### src/rtl/dcct_pkg.sv
// Shared constants and month length table for the day count to calendar time converter.
package dcct_pkg;

    localparam int DEF_TICKS_PER_SEC  = 50;
    localparam int DEF_DAY_COUNT_BITS = 16;

    localparam int FIRST_YEAR      = 1978;
    localparam int YEAR_DAYS       = 365;
    localparam int LEAP_YEAR_DAYS  = 366;
    localparam int MINUTES_PER_HR  = 60;
    localparam int SECONDS_PER_MIN = 60;
    localparam int LAST_MINUTE     = 1439;
    localparam int LAST_MONTH_IDX  = 11;

    localparam int FIRST_Y4   = FIRST_YEAR % 4;
    localparam int FIRST_Y100 = FIRST_YEAR % 100;
    localparam int FIRST_Y400 = FIRST_YEAR % 400;

    localparam int MINUTE_W = 11;
    localparam int TICK_W   = 12;
    localparam int DAY_W    = 5;
    localparam int MONTH_W  = 4;
    localparam int YEAR_W   = 12;
    localparam int HOUR_W   = 5;
    localparam int MIN_W    = 6;
    localparam int SEC_W    = 6;

    typedef logic [MONTH_W-1:0] t_month_idx;
    typedef logic [DAY_W-1:0]   t_month_len;

    function automatic t_month_len month_len(input logic leap, input t_month_idx idx);
        t_month_len len;
        unique case (idx)
            4'd0, 4'd2, 4'd4, 4'd6, 4'd7, 4'd9, 4'd11: len = 5'd31;
            4'd3, 4'd5, 4'd8, 4'd10:                   len = 5'd30;
            4'd1:                                      len = leap ? 5'd29 : 5'd28;
            default:                                   len = 5'd31;
        endcase
        return len;
    endfunction

endpackage

### src/rtl/day_count_to_calendar_time_core.sv
// Day count to calendar time converter: sequenced shared subtractor, one request at a time.
// It walks whole years, then whole months, whole hours and whole seconds, by repeated subtraction.
// One shared compare-subtract unit does every step; busy until the strobe, so a new request waits for the last result.
// The result is shown for one cycle with o_valid; the receiver cannot stall.
// Reset (synchronous, active low) returns the sequencer to idle and clears o_valid.
module day_count_to_calendar_time_core #(
    parameter int TICKS_PER_SEC  = dcct_pkg::DEF_TICKS_PER_SEC,
    parameter int DAY_COUNT_BITS = dcct_pkg::DEF_DAY_COUNT_BITS
) (
    input  logic                          i_clk,
    input  logic                          i_rst_n,
    input  logic                          start,
    output logic                          busy,
    input  logic [DAY_COUNT_BITS-1:0]     i_day_count,
    input  logic [dcct_pkg::MINUTE_W-1:0] i_minute_of_day,
    input  logic [dcct_pkg::TICK_W-1:0]   i_tick_in_minute,
    output logic                          o_valid,
    output logic [dcct_pkg::DAY_W-1:0]    o_day_of_month,
    output logic [dcct_pkg::MONTH_W-1:0]  o_month_number,
    output logic [dcct_pkg::YEAR_W-1:0]   o_year_number,
    output logic [dcct_pkg::HOUR_W-1:0]   o_hour_of_day,
    output logic [dcct_pkg::MIN_W-1:0]    o_minute_of_hour,
    output logic [dcct_pkg::SEC_W-1:0]    o_second_of_minute
);
    import dcct_pkg::*;

    localparam int REM_BITS  = (DAY_COUNT_BITS > TICK_W) ? DAY_COUNT_BITS : TICK_W;
    localparam int YEAR_RAW  = $clog2(FIRST_YEAR + (1 << DAY_COUNT_BITS) / YEAR_DAYS + 2);
    localparam int YEAR_BITS = (YEAR_RAW > YEAR_W) ? YEAR_RAW : YEAR_W;
    localparam logic [15:0] TICK_MAX = 16'(SECONDS_PER_MIN * TICKS_PER_SEC - 1);

    localparam logic [2:0] S_IDLE  = 3'd0;
    localparam logic [2:0] S_YEAR  = 3'd1;
    localparam logic [2:0] S_MONTH = 3'd2;
    localparam logic [2:0] S_HOUR  = 3'd3;
    localparam logic [2:0] S_SEC   = 3'd4;

    logic [2:0]          r_state, n_state;
    logic                r_valid, n_valid;
    logic [REM_BITS-1:0] r_rem, n_rem;
    logic [MINUTE_W-1:0] r_mins, n_mins;
    logic [TICK_W-1:0]   r_ticks, n_ticks;
    logic [YEAR_BITS-1:0] r_year, n_year;
    logic [1:0]          r_y4, n_y4;
    logic [6:0]          r_y100, n_y100;
    logic [8:0]          r_y400, n_y400;
    logic [MONTH_W-1:0]  r_month, n_month;
    logic [HOUR_W-1:0]   r_hour, n_hour;
    logic [SEC_W-1:0]    r_sec, n_sec;
    logic [DAY_W-1:0]    r_out_day, n_out_day;
    logic [MIN_W-1:0]    r_out_min, n_out_min;

    logic                w_leap;
    logic [REM_BITS-1:0] w_op;
    logic [REM_BITS:0]   w_diff;
    logic                w_ge;
    logic [MINUTE_W-1:0] w_mins_clamp;
    logic [TICK_W-1:0]   w_ticks_clamp;

    assign w_leap = ((r_y4 == 2'd0) && (r_y100 != 7'd0)) || (r_y400 == 9'd0);

    always_comb begin
        unique case (r_state)
            S_YEAR:  w_op = w_leap ? REM_BITS'(LEAP_YEAR_DAYS) : REM_BITS'(YEAR_DAYS);
            S_MONTH: w_op = REM_BITS'(month_len(w_leap, r_month));
            S_HOUR:  w_op = REM_BITS'(MINUTES_PER_HR);
            S_SEC:   w_op = REM_BITS'(TICKS_PER_SEC);
            default: w_op = '0;
        endcase
    end

    assign w_diff = {1'b0, r_rem} - {1'b0, w_op};
    assign w_ge   = ~w_diff[REM_BITS];

    assign w_mins_clamp  = (i_minute_of_day > MINUTE_W'(LAST_MINUTE)) ?
                           MINUTE_W'(LAST_MINUTE) : i_minute_of_day;
    assign w_ticks_clamp = (16'(i_tick_in_minute) > TICK_MAX) ?
                           TICK_MAX[TICK_W-1:0] : i_tick_in_minute;

    always_comb begin
        n_state   = r_state;
        n_valid   = 1'b0;
        n_rem     = r_rem;
        n_mins    = r_mins;
        n_ticks   = r_ticks;
        n_year    = r_year;
        n_y4      = r_y4;
        n_y100    = r_y100;
        n_y400    = r_y400;
        n_month   = r_month;
        n_hour    = r_hour;
        n_sec     = r_sec;
        n_out_day = r_out_day;
        n_out_min = r_out_min;
        unique case (r_state)
            S_IDLE: begin
                if (start) begin
                    n_state = S_YEAR;
                    n_rem   = REM_BITS'(i_day_count);
                    n_mins  = w_mins_clamp;
                    n_ticks = w_ticks_clamp;
                    n_year  = YEAR_BITS'(FIRST_YEAR);
                    n_y4    = 2'(FIRST_Y4);
                    n_y100  = 7'(FIRST_Y100);
                    n_y400  = 9'(FIRST_Y400);
                end
            end
            S_YEAR: begin
                if (w_ge) begin
                    n_rem  = w_diff[REM_BITS-1:0];
                    n_year = r_year + 1'b1;
                    n_y4   = r_y4 + 1'b1;
                    n_y100 = (r_y100 == 7'd99) ? 7'd0 : r_y100 + 1'b1;
                    n_y400 = (r_y400 == 9'd399) ? 9'd0 : r_y400 + 1'b1;
                end else begin
                    n_state = S_MONTH;
                    n_month = '0;
                end
            end
            S_MONTH: begin
                if (w_ge && (r_month != MONTH_W'(LAST_MONTH_IDX))) begin
                    n_rem   = w_diff[REM_BITS-1:0];
                    n_month = r_month + 1'b1;
                end else begin
                    n_state   = S_HOUR;
                    n_out_day = r_rem[DAY_W-1:0] + 1'b1;
                    n_rem     = REM_BITS'(r_mins);
                    n_hour    = '0;
                end
            end
            S_HOUR: begin
                if (w_ge) begin
                    n_rem  = w_diff[REM_BITS-1:0];
                    n_hour = r_hour + 1'b1;
                end else begin
                    n_state   = S_SEC;
                    n_out_min = r_rem[MIN_W-1:0];
                    n_rem     = REM_BITS'(r_ticks);
                    n_sec     = '0;
                end
            end
            S_SEC: begin
                if (w_ge) begin
                    n_rem = w_diff[REM_BITS-1:0];
                    n_sec = r_sec + 1'b1;
                end else begin
                    n_state = S_IDLE;
                    n_valid = 1'b1;
                end
            end
            default: begin
                n_state = S_IDLE;
            end
        endcase
    end

    always_ff @(posedge i_clk) begin
        if (!i_rst_n) begin
            r_state <= S_IDLE;
            r_valid <= 1'b0;
        end else begin
            r_state <= n_state;
            r_valid <= n_valid;
        end
    end

    always_ff @(posedge i_clk) begin
        r_rem     <= n_rem;
        r_mins    <= n_mins;
        r_ticks   <= n_ticks;
        r_year    <= n_year;
        r_y4      <= n_y4;
        r_y100    <= n_y100;
        r_y400    <= n_y400;
        r_month   <= n_month;
        r_hour    <= n_hour;
        r_sec     <= n_sec;
        r_out_day <= n_out_day;
        r_out_min <= n_out_min;
    end

    assign busy               = (r_state != S_IDLE);
    assign o_valid            = r_valid;
    assign o_day_of_month     = r_out_day;
    assign o_month_number     = r_month + 1'b1;
    assign o_year_number      = r_year[YEAR_W-1:0];
    assign o_hour_of_day      = r_hour;
    assign o_minute_of_hour   = r_out_min;
    assign o_second_of_minute = r_sec;

endmodule
### config.mk
export PLATFORM = sky130hd
export DESIGN_NAME = day_count_to_calendar_time_core
export DESIGN_NICKNAME = d
export VERILOG_FILES = /design/src/rtl/dcct_pkg.sv /design/src/rtl/day_count_to_calendar_time_core.sv
export SDC_FILE = /design/constraint.sdc
export NUM_CORES = 1
export LEC_CHECK = 0
export BUFFER_PORTS_ARGS = -buffer_cell sky130_fd_sc_hd__buf_4
export CAP_MARGIN = 20
export CORE_ASPECT_RATIO = 1.75
export CORE_MARGIN = 10
export CORE_UTILIZATION = 45
export DETAILED_ROUTE_END_ITERATION = 10
export PLACE_DENSITY = 0.77
export SYNTH_ARGS = -nofsm -noshare
export SYNTH_HDL_FRONTEND = slang
export SYNTH_SLANG_ARGS = --single-unit
### constraint.sdc
create_clock -name i_clk -period 7.2 [get_ports i_clk]
set_input_delay 0 -clock i_clk [delete_from_list [all_inputs] [get_ports i_clk]]
set_output_delay 0 -clock i_clk [all_outputs]
set_load 0.02 [all_outputs]
# --- Word-level counts from Yosys, hierarchy flattened ---
# Index checks and enable logic that the tools add are counted.
# W data, S select, Z words.
classes:
  add_sub_neg: 9
  n_lt_le_gt_ge: 2
  eq_ne: 22
  n_mux: 39
  n_bitwise: 2
  n_reduce_logical: 25
ops:
  columns: ["op", "n"]
  rows:
  - ["$mux W16", 4]
  - ["$pmux W16 S4", 1]
  - ["$pmux W9 S4", 1]
  - ["$mux W9", 3]
  - ["$mux W12", 2]
  - ["$pmux W12 S2", 1]
  - ["$mux W7", 3]
  - ["$ne A2 B2 Y1 const B", 10]
  - ["$pmux W9 S2", 1]
  - ["$sub A16 B16 Y17", 1]
  - ["$mux W3", 5]
  - ["$pmux W3 S5", 1]
  - ["$reduce_and A3 Y1", 5]
  - ["$pmux W7 S2", 1]
  - ["$add A12 B1 Y12 const B", 1]
  - ["$gt A12 B12 Y1 const B", 1]
  - ["$mux W6", 2]
  - ["$pmux W6 S2", 1]
  - ["$gt A11 B11 Y1 const B", 1]
  - ["$add A5 B1 Y5 const B", 2]
  - ["$mux W5", 2]
  - ["$pmux W5 S2", 1]
  - ["$add A9 B1 Y9 const B", 1]
  - ["$eq A9 B9 Y1 const B", 1]
  - ["other kinds (32)", 47]
word_totals:
  reg_bits: 99
  input_bits: 42
  out_inout_bits: 40
  wordCells: 113

# --- Depth between registers and ports, before layout ---
logic_depth:
  ltp_word: 11
  mapped_depth: 17
  mapped_depth_nobuf: 16

# --- Worst setup path after synthesis ---
# OpenSTA, ideal clock, no wires.
synth_timing:
  path_type: "register to register"
  startpoint: "reg r_state[1]"
  endpoint: "reg r_year[0], in the netlist o_year_number[0] (enable)"
  setup_time_ns: 0.428
  t_arrival_ns: 3.963
  t_required_ns: 6.772
  path_slack_ns: 2.809
  stages_incl_launch_ff: 13
  n_path_buf: 2
  period_less_slack_ns: 4.391
  cell_sequence: "dfxtp_1 clkbuf_1 nor2_1 inv_1 clkbuf_1 o22ai_1 ha_1 inv_1 fa_1 a211oi_1 o31a_1 o211a_1 o22ai_1"
synth_between:
  elab_chain_len: 5
  elab_cells_between_ends: 11
  classes_between: "1 x add/sub; 6 x eq/ne; 1 x mux; 3 x reduce/logical"
synth_rtl:
  columns: ["item", "line_no", "rtl"]
  rows:
  - ["from (decl)", "day_count_to_calendar_time_core.sv:38", "logic [2:0] r_state, n_state;"]
  - ["from (signal assigned)", "day_count_to_calendar_time_core.sv:162", "r_state <= n_state;"]
  - ["$eq A3 B3 Y1, or another cell as far along", "day_count_to_calendar_time_core.sv:63", "unique case (r_state)"]
  - ["$pmux W9 S4", "day_count_to_calendar_time_core.sv:63", null]
  - ["$sub A16 B16 Y17", "day_count_to_calendar_time_core.sv:72", "assign w_diff = {1'b0, r_rem} - {1'b0, w_op};"]
  - ["$ne A2 B2 Y1 (no line)", null, null]
  - ["$reduce_and A3 Y1 (no line) (*)", null, null]
  - ["to (signal assigned)", "day_count_to_calendar_time_core.sv:171", "r_year <= n_year;"]
  - ["to (decl)", "day_count_to_calendar_time_core.sv:43", "logic [YEAR_BITS-1:0] r_year, n_year;"]
# Every way passes the cells marked *; elsewhere a longest branch is shown, timed or not.
# A chain may end at the register's enable or synchronous reset.

# --- Worst setup path in the final report ---
layout_timing:
  startpoint: "reg r_state[0]"
  endpoint: "reg r_sec[2], in the netlist o_second_of_minute[2] (enable)"
layout_between:
  elab_chain_len: 5
  elab_cells_between_ends: 10
  classes_between: "1 x add/sub; 6 x eq/ne; 1 x mux; 2 x reduce/logical"
layout_rtl:
  columns: ["item", "line_no", "rtl"]
  rows:
  - ["$eq A3 B3 Y1, or another cell as far along", "day_count_to_calendar_time_core.sv:63, day_count_to_calendar_time_core.sv:95", null]
  - ["$pmux W9 S4", "day_count_to_calendar_time_core.sv:63", null]
  - ["$sub A16 B16 Y17", "day_count_to_calendar_time_core.sv:72", null]
  - ["$ne A2 B2 Y1 (no line)", null, null]
  - ["$reduce_and A3 Y1 (no line) (*)", null, null]
  - ["to (signal assigned)", "day_count_to_calendar_time_core.sv:177", "r_sec <= n_sec;"]
  - ["to (decl)", "day_count_to_calendar_time_core.sv:49", "logic [SEC_W-1:0] r_sec, n_sec;"]
# Marks and branches as above.

==> flow_summary.toml <==
[synth]
seq_area_frac_synth_pct = 54.97
ys_async_sr_fraction_pct = 0
syn_inst = 472
netlist_top_cells_area = "edfxtp_1, ha_1, xnor2_1"
yosys_warnings = 0
syn_avg_cell_area_um2 = 11.30
synth_top_cell_area_share_pct = 53.47
synth_edf_count = 95
syn_area_mm2 = 0.005335
synthFlopType = "edfxtp_1"
synth_seq_cells = 99
synth_nets = 537
yosys.area.top_type = "edfxtp_1"
yosysUniqueCellTypes = 57

[worst_setup_path]
r2r_start = "r_state[0]"
critPathLaunchType = "flop"
critPathArrivalTime_ns = 4.68
r2r_slack_ns = 2.55
rr_endpoint = "o_second_of_minute[2]"
cp-endpoint = "o_second_of_minute[2]"
crit_start = "r_state[0]"
r2r_cells = 12
cp-end-kind = "flop"
crit_fanout = 18
required_ns = 7.23
critical_path_class = "flop to flop"

[cts]
postCtsSetupRepairBufs = 0
clk_path_buf_depth = 2
cts_buffers = 9
cts-root-buf = "clkbuf_16"
clkSlewWorstSetupHoldPaths_ns = 0.07
cts_tree = "done"
clk_latency_ns = 0.35
clkSinkCount = 99
cts_htree_levels = 3
hold_buffers = 38
ctsResizeCount = 0

[worst_hold_path]
hp-start = "i_day_count[0]"
hold_class = "primary input to flop"

[placed_design]
place_congestion = 0.8835
post-place-cells = 677
pre_cts_ws_ns = 2.072
io_buffers = 81
hpwl_um = 9572

[floorplan]
core_area_mm2 = 0.01158
fp.dieW_um = 102.3
start_util_pct = 46.07
floorplan.io_pins = 82
die_h_um = 164.0
design.die.area_mm2 = 0.01678
row_count = 52

[routing]
drcViolationCount = 0
via_count = 4094
drt-initial-drc-count = 278
drtPass1Iterations = 5
totalWireLength_um = 13120
routedWlPerCell_um = 17.93
ant_nets = 0
via_per_inst = 5.593

[pwr]
worst_ir_drop_vdd_uv = 195.9
power_density_mw_per_mm2 = 223.5
power.total_uw = 1517
p_leak_uw = 0.002564

[finish]
seqCellArea_mm2 = 0.002933
nets = 657
drive_gt1_share_pct = 18.76
fillers = 942
final_cell_count_no_fill = 732
multi_input_area_mm2 = 0.002285
final_cell_mix = "edfxtp_1, buf_4, nor2_1, dlygate4sd3_1, nand2_1"
mostFrequentLayoutCell = "edfxtp_1"
n_antenna_cell = 0
area_growth_pct = 27.20

[timing]
setup_viol_count_final = 0
finalCriticalPeriod_ns = 4.651
setup_ws_ns = 2.549
tightestPinTransition_ns = 0.9840
finalMaxSlewViolations = 0
hold_viol = 0
rsz0062_at_grt = "no"
fin_crit_sh_pct = 64.60
finClkSkew_ns = 0.005957
fmax_mhz = 215.0
hold_slack_ns = 0.02030
relSlewSlack_pct = 33.71
finalSetupTns_ns = 0

[flow_run]
cap_violations = 0

[global_routing]
grt_pass1_wl_um = 20820
grt_overflow_total = 0
grt_pass1_vias = 4332
track_usage_pct = 15.85
grt_max_degree = 31
antenna_found_initial = 0

[status]
status = "completed"
kinds of logic (layout without fill, tap and decap cells):
group                    Yosys count  count (layout)  synth area share [%]
AND/OR/NAND/NOR                  173             173                 16.84
AO/OA/AOI/OAI                    103             103                 13.06
flip-flops                        99              99                 54.97
XOR/XNOR                          42              42                 6.895
buffers and inverters             30             155                 2.322
adder cells (fa/ha/maj)           23              23                 5.535
multiplexers                       2               2                0.3752
where the power goes:
| part | switching, µW | leakage (µW) | internal (µW) |
|---|---|---|---|
| Clock | 212 | 0.000149 | 305 |
| Combinational | 150 | 0.00153 | 127 |
| Sequential | 36.4 | 0.000882 | 686 |
critical path, cell delays in order, from the launching register on:
cell and delay (ns):
dfxtp_1 0.64, nand2b_1 0.22, nor2_1 0.46, inv_1 0.38
o22ai_1 0.32, ha_1 0.19, inv_1 0.05, fa_1 0.41
a211oi_1 0.38, o31a_1 0.30, o211ai_4 0.23, nor2_4 0.43
a21o_1 0.30
area by class of cell:
cell class	instances	area share (%)
clock inverters	6	1.309
repair buffers	124	15.12
clock buffers	10	3.374
well taps	135	2.489
multi-input cells	343	33.67
inverters	15	0.8296
flip-flops and latches	99	43.22
per-stage QoR:
stage,instance area (µm²),utilization (%)
finish,6787,58.60
global route,6787,58.60
CTS,6779,58.54
detailed placement,6081,52.51
global placement,6081,52.51
floorplan,5335,-
cell usage after synthesis (all sizes together), types with 6 or more instances:
master	instances
edfxtp	95
and2	13
inv	14
nand2	30
clkbuf	13
nor2b	6
a21oi	15
nand3	23
xnor2	24
nand2b	24
o21ai	42
xor2	18
and3	13
or3	6
nor2	39
ha	22
nor3	10
a22oi	6
how the worst min path moves through the flow:
stage / end / slack [ns] / depth (start not counted)
floorplan: r_state[2] / 0.14 / 1
global placement: r_ticks[11] / 0.20 / 1
detailed placement: r_ticks[11] / 0.20 / 1
CTS: r_rem[0] / 0.01 / 3
global route: r_rem[0] / 0.004 / 3
finish: r_rem[0] / 0.02 / 3
sequential cells by signal, summed over array words and instances (netlist names):
signal,cells
r_y4,2
o_second_of_minute,6
o_valid,1
o_minute_of_hour,6
r_y100,7
r_ticks,12
o_year_number,12
r_mins,11
r_rem,16
o_day_of_month,5
r_y400,9
r_month,4
o_hour_of_day,5
r_state,3
per-layer routing:
metal	routed length [µm]	GRT usage [%]	vias up
met1	4638	14.68	1973
met3	630	4.501	20
li1	-	-	1990
met5	0	0	-
met2	7565	30.93	111
met4	289	6.186	0
No activity file was read; power rests on OpenSTA's default activity.
